## config.mk

```make
export PLATFORM = sky130hd
export DESIGN_NAME = euclidean_vector_distance
export DESIGN_NICKNAME = d
export VERILOG_FILES = /design/src/sv/evd_pkg.sv /design/src/sv/evd_front.sv /design/src/sv/evd_queue.sv /design/src/sv/evd_root.sv /design/src/sv/euclidean_vector_distance.sv
export SDC_FILE = /design/constraint.sdc
export NUM_CORES = 1
export LEC_CHECK = 0
export ABC_AREA = 0
export BUFFER_PORTS_ARGS = -buffer_cell sky130_fd_sc_hd__buf_2
export CORE_ASPECT_RATIO = 0.9
export CORE_MARGIN = 1
export CORE_UTILIZATION = 50
export CTS_CLUSTER_DIAMETER = 60
export DETAILED_ROUTE_END_ITERATION = 8
export GPL_TIMING_DRIVEN = 1
export PLACE_DENSITY = 0.66
export REMOVE_ABC_BUFFERS = 1
export SYNTH_ARGS = -nofsm -noshare
export SYNTH_HDL_FRONTEND = slang
export SYNTH_SLANG_ARGS = --single-unit
```

## constraint.sdc

```tcl
create_clock -name clk -period 9.3 [get_ports clk]
set_input_delay 1.395 -clock clk [delete_from_list [all_inputs] [get_ports clk]]
set_output_delay 1.395 -clock clk [all_outputs]
set_load 0.02 [all_outputs]
```

## src/sv/evd_pkg.sv

```systemverilog
// Shared types and constants for the Euclidean vector distance block.
package evd_pkg;

	localparam int ELEM_W    = 16;
	localparam int MAG_W     = 16;
	localparam int SQ_W      = 2 * MAG_W;
	localparam int SUM_W     = 46;
	localparam int ROOT_W    = 23;
	localparam int REM_W     = ROOT_W + 1;
	localparam int CNT_W     = $clog2(ROOT_W);
	localparam int S_TDATA_W = 2 * ELEM_W;
	localparam int M_TDATA_W = ((ROOT_W + 7) / 8) * 8;
	localparam int QDEPTH    = 2;
	localparam int QPTR_W    = $clog2(QDEPTH);
	localparam int QCNT_W    = $clog2(QDEPTH + 1);

	typedef struct packed {
		logic             sat;
		logic [SUM_W-1:0] sum;
	} evd_entry_t;

	typedef struct packed {
		logic full;
		logic empty;
	} evd_q_stat_t;

	typedef enum logic [1:0] {
		ST_IDLE,
		ST_CALC,
		ST_DONE
	} evd_state_t;

endpackage

```

## src/sv/evd_front.sv

```systemverilog
// Front end: takes element pairs and accumulates saturating squared differences.
module evd_front (
	input  logic                          clk,
	input  logic                          arst_n,
	input  logic                          s_tvalid,
	output logic                          s_tready,
	input  logic [evd_pkg::S_TDATA_W-1:0] s_tdata,
	input  logic                          s_tlast,
	input  evd_pkg::evd_q_stat_t          q_stat,
	output logic                          push,
	output evd_pkg::evd_entry_t           entry
);
	import evd_pkg::*;

	logic signed [ELEM_W:0] diff;
	logic [ELEM_W:0]        diff_abs;
	logic                   stall;
	logic                   en;
	logic                   v_s1, v_s2;
	logic                   last_s1, last_s2;
	logic [MAG_W-1:0]       mag_s1;
	logic [SQ_W-1:0]        sq_s2;
	logic [SUM_W-1:0]       sum_q;
	logic                   sat_q;
	logic [SUM_W:0]         acc_wide;
	logic [SUM_W-1:0]       acc_sum;
	logic                   acc_sat;

	always_comb begin
		diff = $signed({s_tdata[ELEM_W-1], s_tdata[ELEM_W-1:0]})
			- $signed({s_tdata[S_TDATA_W-1], s_tdata[S_TDATA_W-1:ELEM_W]});
		diff_abs = diff[ELEM_W] ? (ELEM_W+1)'(-diff) : diff;
	end

	assign stall    = v_s2 & last_s2 & q_stat.full;
	assign en       = ~stall;
	assign s_tready = en;

	always_comb begin
		acc_wide = {1'b0, sum_q} + (SUM_W+1)'(sq_s2);
		acc_sat  = acc_wide[SUM_W];
		acc_sum  = acc_sat ? {SUM_W{1'b1}} : acc_wide[SUM_W-1:0];
	end

	assign push      = v_s2 & last_s2 & ~q_stat.full;
	assign entry.sum = acc_sum;
	assign entry.sat = sat_q | acc_sat;

	always_ff @(posedge clk or negedge arst_n) begin
		if (!arst_n) begin
			v_s1  <= 1'b0;
			v_s2  <= 1'b0;
			sum_q <= '0;
			sat_q <= 1'b0;
		end else if (en) begin
			v_s1 <= s_tvalid;
			v_s2 <= v_s1;
			if (v_s2) begin
				if (last_s2) begin
					sum_q <= '0;
					sat_q <= 1'b0;
				end else begin
					sum_q <= acc_sum;
					sat_q <= sat_q | acc_sat;
				end
			end
		end
	end

	always_ff @(posedge clk) begin
		if (en) begin
			last_s1 <= s_tlast;
			mag_s1  <= diff_abs[MAG_W-1:0];
			last_s2 <= last_s1;
			sq_s2   <= mag_s1 * mag_s1;
		end
	end

endmodule

```

## src/sv/evd_queue.sv

```systemverilog
// Short queue of finished sums between the accumulator and the root unit.
module evd_queue (
	input  logic                 clk,
	input  logic                 arst_n,
	input  logic                 push,
	input  evd_pkg::evd_entry_t  wr_data,
	input  logic                 pop,
	output evd_pkg::evd_entry_t  rd_data,
	output evd_pkg::evd_q_stat_t stat
);
	import evd_pkg::*;

	evd_entry_t        mem_q [QDEPTH];
	logic [QPTR_W-1:0] wr_ptr_q, rd_ptr_q;
	logic [QCNT_W-1:0] cnt_q;

	assign stat.full  = (cnt_q == QCNT_W'(QDEPTH));
	assign stat.empty = (cnt_q == '0);
	assign rd_data    = mem_q[rd_ptr_q];

	always_ff @(posedge clk or negedge arst_n) begin
		if (!arst_n) begin
			wr_ptr_q <= '0;
			rd_ptr_q <= '0;
			cnt_q    <= '0;
		end else begin
			if (push) begin
				wr_ptr_q <= (wr_ptr_q == QPTR_W'(QDEPTH - 1)) ? '0 : wr_ptr_q + 1'b1;
			end
			if (pop) begin
				rd_ptr_q <= (rd_ptr_q == QPTR_W'(QDEPTH - 1)) ? '0 : rd_ptr_q + 1'b1;
			end
			if (push && !pop) begin
				cnt_q <= cnt_q + 1'b1;
			end else if (pop && !push) begin
				cnt_q <= cnt_q - 1'b1;
			end
		end
	end

	always_ff @(posedge clk) begin
		if (push) begin
			mem_q[wr_ptr_q] <= wr_data;
		end
	end

endmodule

```

## src/sv/evd_root.sv

```systemverilog
// Back end: bit-serial integer square root and the result output register.
module evd_root (
	input  logic                          clk,
	input  logic                          arst_n,
	input  evd_pkg::evd_q_stat_t          q_stat,
	input  evd_pkg::evd_entry_t           rd_data,
	output logic                          pop,
	output logic                          done,
	output logic                          m_tvalid,
	input  logic                          m_tready,
	output logic [evd_pkg::M_TDATA_W-1:0] m_tdata,
	output logic                          m_tuser
);
	import evd_pkg::*;

	evd_state_t        state_q, state_d;
	logic [SUM_W-1:0]  rad_q;
	logic [REM_W-1:0]  rem_q;
	logic [ROOT_W-1:0] root_q;
	logic              sat_q;
	logic [CNT_W-1:0]  cnt_q;
	logic              ovalid_q;
	logic [ROOT_W-1:0] dist_q;
	logic              ovf_q;
	logic [REM_W+1:0]  r_next;
	logic [REM_W+2:0]  trial;
	logic              ge;
	logic              out_free;
	logic              load_in;
	logic              step;
	logic              load_out;

	assign r_next   = {rem_q, rad_q[SUM_W-1:SUM_W-2]};
	assign trial    = {1'b0, r_next} - (REM_W+3)'({root_q, 2'b01});
	assign ge       = ~trial[REM_W+2];
	assign out_free = ~ovalid_q | m_tready;

	always_comb begin
		state_d  = state_q;
		load_in  = 1'b0;
		step     = 1'b0;
		load_out = 1'b0;
		unique case (state_q)
			ST_IDLE: begin
				if (!q_stat.empty) begin
					load_in = 1'b1;
					state_d = ST_CALC;
				end
			end
			ST_CALC: begin
				step = 1'b1;
				if (cnt_q == '0) begin
					state_d = ST_DONE;
				end
			end
			ST_DONE: begin
				if (out_free) begin
					load_out = 1'b1;
					state_d  = ST_IDLE;
				end
			end
			default: state_d = ST_IDLE;
		endcase
	end

	assign pop  = load_in;
	assign done = (state_q == ST_DONE);

	always_ff @(posedge clk or negedge arst_n) begin
		if (!arst_n) begin
			state_q  <= ST_IDLE;
			ovalid_q <= 1'b0;
		end else begin
			state_q <= state_d;
			if (load_out) begin
				ovalid_q <= 1'b1;
			end else if (m_tready) begin
				ovalid_q <= 1'b0;
			end
		end
	end

	always_ff @(posedge clk) begin
		if (load_in) begin
			rad_q  <= rd_data.sum;
			sat_q  <= rd_data.sat;
			rem_q  <= '0;
			root_q <= '0;
			cnt_q  <= CNT_W'(ROOT_W - 1);
		end else if (step) begin
			rad_q  <= {rad_q[SUM_W-3:0], 2'b00};
			rem_q  <= ge ? trial[REM_W-1:0] : r_next[REM_W-1:0];
			root_q <= {root_q[ROOT_W-2:0], ge};
			cnt_q  <= cnt_q - 1'b1;
		end
		if (load_out) begin
			dist_q <= root_q;
			ovf_q  <= sat_q;
		end
	end

	assign m_tvalid = ovalid_q;
	assign m_tdata  = M_TDATA_W'(dist_q);
	assign m_tuser  = ovf_q;

endmodule

```

## src/sv/euclidean_vector_distance.sv

```systemverilog
// Top level of the Euclidean vector distance block.
//
//  Channel | Direction | Payload                                   | Beat
//  s_*     | in        | tdata: elem_a[15:0], elem_b[31:16]; tlast | one element pair
//  m_*     | out       | tdata: distance[22:0], pad; tuser: overflow | one distance
//
// The accumulator takes one pair per cycle, unless stalled, through front-end stages s1 and s2.
// The bit-serial root unit works on one sum at a time, through its IDLE, CALC and DONE
// states, so it limits throughput for short vectors.
// A two-entry queue holds finished sums; the front end stalls only when a last
// pair meets a full queue. Reset clears the sum, the flag, the queue and the output valid flag.
module euclidean_vector_distance (
	input  logic                          clk,
	input  logic                          arst_n,
	input  logic                          s_tvalid,
	output logic                          s_tready,
	input  logic [evd_pkg::S_TDATA_W-1:0] s_tdata,  // elem_a, elem_b
	input  logic                          s_tlast,
	output logic                          m_tvalid,
	input  logic                          m_tready,
	output logic [evd_pkg::M_TDATA_W-1:0] m_tdata,  // distance, zero pad
	output logic                          m_tuser   // overflow
);
	import evd_pkg::*;

	evd_entry_t  wr_entry;
	evd_entry_t  rd_entry;
	evd_q_stat_t q_stat;
	logic        q_push;
	logic        q_pop;
	logic        root_done;

	evd_front u_front (
		.clk      (clk),
		.arst_n   (arst_n),
		.s_tvalid (s_tvalid),
		.s_tready (s_tready),
		.s_tdata  (s_tdata),
		.s_tlast  (s_tlast),
		.q_stat   (q_stat),
		.push     (q_push),
		.entry    (wr_entry)
	);

	evd_queue u_queue (
		.clk     (clk),
		.arst_n  (arst_n),
		.push    (q_push),
		.wr_data (wr_entry),
		.pop     (q_pop),
		.rd_data (rd_entry),
		.stat    (q_stat)
	);

	evd_root u_root (
		.clk      (clk),
		.arst_n   (arst_n),
		.q_stat   (q_stat),
		.rd_data  (rd_entry),
		.pop      (q_pop),
		.done     (root_done),
		.m_tvalid (m_tvalid),
		.m_tready (m_tready),
		.m_tdata  (m_tdata),
		.m_tuser  (m_tuser)
	);

	a_no_push_full: assert property (@(posedge clk) disable iff (!arst_n)
		q_push |-> !q_stat.full)
		else $error("push into a full queue");

	a_no_pop_empty: assert property (@(posedge clk) disable iff (!arst_n)
		q_pop |-> !q_stat.empty)
		else $error("pop from an empty queue");

	a_out_from_done: assert property (@(posedge clk) disable iff (!arst_n)
		$rose(m_tvalid) |-> $past(root_done))
		else $error("result raised without a finished root");

endmodule
```

# Word-level counts from Yosys, hierarchy flattened
# Memory sizes are Yosys's and may differ from the RTL's.
# Index checks and enable logic that the tools add are counted.
# word_totals
reg_bits	229
ramBits	94
inputBits	37
wordCells	82
memories	1
# classes
n_addsub	9
n_mul	1
n_eq_ne	6
muxes	24
bitwise	9
reduce_logical	12
# memory_table
name	words	word_bits	rd	rd_clocked_by_memory_dff	write_ports	line_no	text
u_queue.mem_q	2	47	1	0	1	evd_queue.sv:13	evd_entry_t mem_q [QDEPTH];
# ops
op	n
$mux 46	4
$add 46x32->47	1
$mul 16x16->32	1
$sub 26x25->27	1
$mux 24	1
$sub 16x16->17	1
$mux 16	1
$neg 16->16	1
$mux 1	12
$mux 2	5
$pmux 2 s3	1
$reduce_bool 2->1	3
$logic_not 5->1	1
$sub 5x1->5 const B	1
$eq 2x2->1 const B	2
$logic_not 2->1	2
$ne 2x1->1 const B	2
$not 1->1	4
$and 1x1->1	3
$reduce_and 3->1	1
$add 1x1->1 const B	2
$add 2x1->2 const B	1
$eq 2x1->1 const B	1
$logic_and 1x1->1	2
5 further kinds	7

# Logic depth before layout (Yosys ltp)
# depth
word_depth	7
ltp_mapped	25

# Modules after synthesis
# From an unflattened synthesis, not the netlist that was laid out.
# hier_totals
cells_unflattened	2376
area_unflattened_um2	23922.9
# modules_own_cells
module	n_inst	cells_per_inst	area_each_um2	seq_area_each_um2
evd_front	1	1595	14350.0	2697.6
evd_root	1	619	5915.7	3248.1
evd_queue	1	162	3657.3	2922.8

# Worst setup path before layout
# No wires, ideal clock.
# synth_timing
path_kind	flip-flop to flip-flop
from	reg u_front.mag_s1[4]
to	reg u_front.sq_s2[31], data pin
t_arrival_ps	6360
required_time_ps	9041
setup_slack_ps	2681
stages_incl_launch_ff	23
n_path_buf	3
synth_period_minus_slack_ps	6619
cell_sequence	edfxtp_1 clkbuf_1 clkbuf_1 nand2_1 fa_1 inv_1 fa_1 inv_1 fa_1 fa_1 fa_1 fa_1 inv_1 ha_1 clkbuf_1 a21oi_1 o21ai_0 a221oi_1 nand4b_1 a221o_1 a2111oi_0 o21bai_1 xnor2_1
# synth_between
elab_chain_len	1
# synth_lines
item	line_no	text
start, declared	evd_front.sv:21	logic [MAG_W-1:0] mag_s1;
start signal, assigned	evd_front.sv:73	mag_s1 <= diff_abs[MAG_W-1:0];
$mul 16x16->32	evd_front.sv:75	sq_s2 <= mag_s1 * mag_s1;
end signal, assigned	evd_front.sv:75	
end, declared	evd_front.sv:22	logic [SQ_W-1:0] sq_s2;
# Every way passes these cells.
# A chain may end at the register's enable or synchronous reset.

# Worst setup path in the final report
# layout_timing
from	reg u_front.mag_s1[2]
to	reg u_front.sq_s2[31], data pin
# Same word-level chain as after synthesis.

==> flow_metrics.tcl <==
set metrics [dict create \
    drt_iter0_markers 1002 \
    outcome "complete, but fails checks" \
    rows 75 \
    clk_path_buf_depth 3 \
    synthTopCellsByCount "inv_1 (335), nand2_1 (233), edfxtp_1 (214), ha_1 (173), fa_1 (164)" \
    final.setup.tns_ns 0 \
    holdPathStages 0 \
    clk_latency_ns 0.57 \
    cts.sink_count 322 \
    synth_top_area_share_pct 27.25 \
    grt_pass1_wl_um 83430 \
    vias 16438 \
    via_per_inst 5.478 \
    rsz0062_at_grt "false" \
    r2r-start "u_front.mag_s1[2]" \
    grt_antenna_before_repair 0 \
    layout.nets 2731 \
    worst_setup_path_start_kind "register" \
    cts-root-buf "clkbuf_16" \
    drt_wl_total_um 50020 \
    critical_path_required_ns 9.61 \
    drive_above_1_share_pct 7.589 \
    final.period_utilization_pct 78.31 \
    globalRoute.totalOverflow 0 \
    post_cts_buffers 0 \
    diodes 0 \
    grt_max_degree 69 \
    clk_pin_slew_worst_paths_ns 0.06 \
    drtAntennaViolNets 0 \
    grtUsageTotal_pct 21.37 \
    arrival_ns 7.60 \
    ios 64 \
    dpl.hpwl_um 37370 \
    violations "DRC" \
    hold_viol_final 0 \
    fmax_mhz 137.3 \
    tightest_slew_ns 1.283 \
    syn-cell-area_um2 23590 \
    hold_buffers 0 \
    drv_slew 0 \
    synthCells 2332 \
    synth_edf_count 214 \
    syn_to_final_growth_pct 8.844 \
    fillers 4085 \
    start_util_pct 50.67 \
    reg2reg_slack_ns 2.02 \
    wl_per_cell_um 16.67 \
    synthTopCellsByArea "edfxtp_1 (27%), fa_1 (14%), ha_1 (9.2%)" \
    critPathMaxFanout 14 \
    numCtsBuffers 37 \
    hold_class "reg -> reg" \
    r2r_end "u_front.sq_s2[31]" \
    synthArstFlopShare_pct 17.39 \
    tritoncts "yes" \
    worst_setup_path_end_kind "register" \
    synthFlopType "edfxtp_1" \
    floorplan.core_area_um2 46540 \
    die_w_um 230.9 \
    yosysSeqAreaShare_pct 37.60 \
    io_buffers 62 \
    ys.warnings.count 0 \
    gp_routability_congestion 0.9074 \
    yosysMostFrequentCell "inv_1" \
    die-area_um2 48040 \
    grt_pass1_vias 16508 \
    post-route-drc-count 2 \
    rr_worst_depth 21 \
    synth-seq-cells 322 \
    max_slew_margin_pct 14.09 \
    yosysTopAreaCell "edfxtp_1" \
    yosysUniqueCellTypes 85 \
    fin_crit_ns 7.283 \
    finClkSkew_ns 0.02627 \
    die-height_um 208.0 \
    htreeDepth 2 \
    cap_violations 0 \
    criticalPathCategory "reg -> reg" \
    cts.repair.resized 0 \
    syn_area_per_cell_um2 10.11 \
    firstDrtPassIters 7 \
    setup_viol 0 \
    min_to "u_root.m_tuser" \
    min_from "u_root.sat_q" \
]
cell type report:
type	count	area (um2)	area share [%]
multi-input combinational	1581	13110	51.08
clock buffer	46	1011	3.938
clock inverter	21	211.5	0.8237
timing repair buffer	78	430.4	1.677
tap	616	770.7	3.002
sequential	322	8870	34.55
inverter	337	1265	4.928
per-layer routing:
layer	part of all wire (%)	global-route usage, %	wire, um	vias to the layer above
li1	-	-	-	8068
met2	45	33.24	22460	401
met1	48	31.17	23810	7899
met4	2.3	6.189	1166	0
met3	5.2	2.906	2588	70
met5	0	0	0	-
metrics by stage:
step	utilization, %	setup WS (ns)	std cells	hold slack, ns	instance area, um2
floorplan	-	2.162	2240	0.4003	23210
global placement	52.53	2.339	2934	0.4057	24450
detailed placement	52.53	2.105	2934	0.4226	24450
CTS	55.15	2.099	3001	0.4248	25670
global route	55.15	1.609	3001	0.4367	25670
finish	55.15	2.017	3001	0.4252	25670
state kept, by name, indices dropped and copies added (netlist names), 2 cells and up:
name            flops
u_queue.mem_q      94
u_front.sum_q      46
u_root.rad_q       46
u_front.sq_s2      31
u_root.rem_q       24
u_root.dist_q      23
u_root.root_q      23
u_front.mag_s1     16
u_root.cnt_q        5
u_queue.cnt_q       2
u_root.state_q      2
critical path, stage by stage (launching register included):
cell and delay, ns:
edfxtp_1 0.69, inv_1 0.25, nor2_1 0.26, inv_1 0.09, fa_1 0.50, inv_1 0.05, fa_1 0.48, inv_1 0.05
fa_1 0.52, fa_1 0.44, fa_1 0.51, fa_1 0.54, inv_1 0.04, ha_1 0.39, a21oi_1 0.21, o21ai_0 0.13
a221oi_1 0.43, nand4b_1 0.21, a221o_1 0.43, a2111oi_0 0.49, o21bai_1 0.16, xnor2_1 0.15
cell usage in the layout, fill, tap and decap left out, types with 5 or more instances in the layout:
cell type	count
mux2i_1	62
dfrtp_1	55
dfxtp_1	52
nor3_1	20
nand4_1	17
a211oi_1	17
o21a_1	26
clkinv_1	6
a211o_1	9
and3_1	6
nand3_1	64
o21bai_1	17
o211ai_1	17
xnor2_1	69
a22oi_1	5
o31ai_1	8
inv_1	334
buf_2	62
buf_4	16
xor2_1	36
clkbuf_1	5
edfxtp_1	214
nand2_1	233
ha_1	173
nor3b_1	6
nor2b_1	15
nor2_1	85
fa_1	164
a21o_1	39
nand2b_1	14
o31a_1	5
clkbuf_16	38
and2_1	48
or3_1	9
a22o_1	27
a21oi_1	113
o21ai_0	154
a31oi_1	10
or2_2	6
worst max-delay path by stage:
stage,startpoint,end,slack (ns),cells past startpoint
floorplan,u_queue.cnt_q[0],u_root.rad_q[0],2.16,4
global placement,u_front.mag_s1[2],u_front.sq_s2[31],2.34,21
detailed placement,u_front.mag_s1[2],u_front.sq_s2[31],2.10,21
finish,u_front.mag_s1[2],u_front.sq_s2[31],2.02,21
CTS,u_front.mag_s1[2],u_front.sq_s2[31],2.10,21
global route,u_front.mag_s1[2],u_front.sq_s2[31],1.61,21
logic make-up after synthesis:
family	after synthesis	share of synthesized area, %
other cells	1	0.01590
mux	66	2.822
fa+ha+maj	337	23.10
simple gates	554	11.09
xor+xnor	105	3.899
buf+inv	429	6.939
compound gates	518	14.54
flops	322	37.60
Power is left out: the tool's default activity adds up to more than one toggle a clock period on the data nets, which glitch-free logic cannot reach.
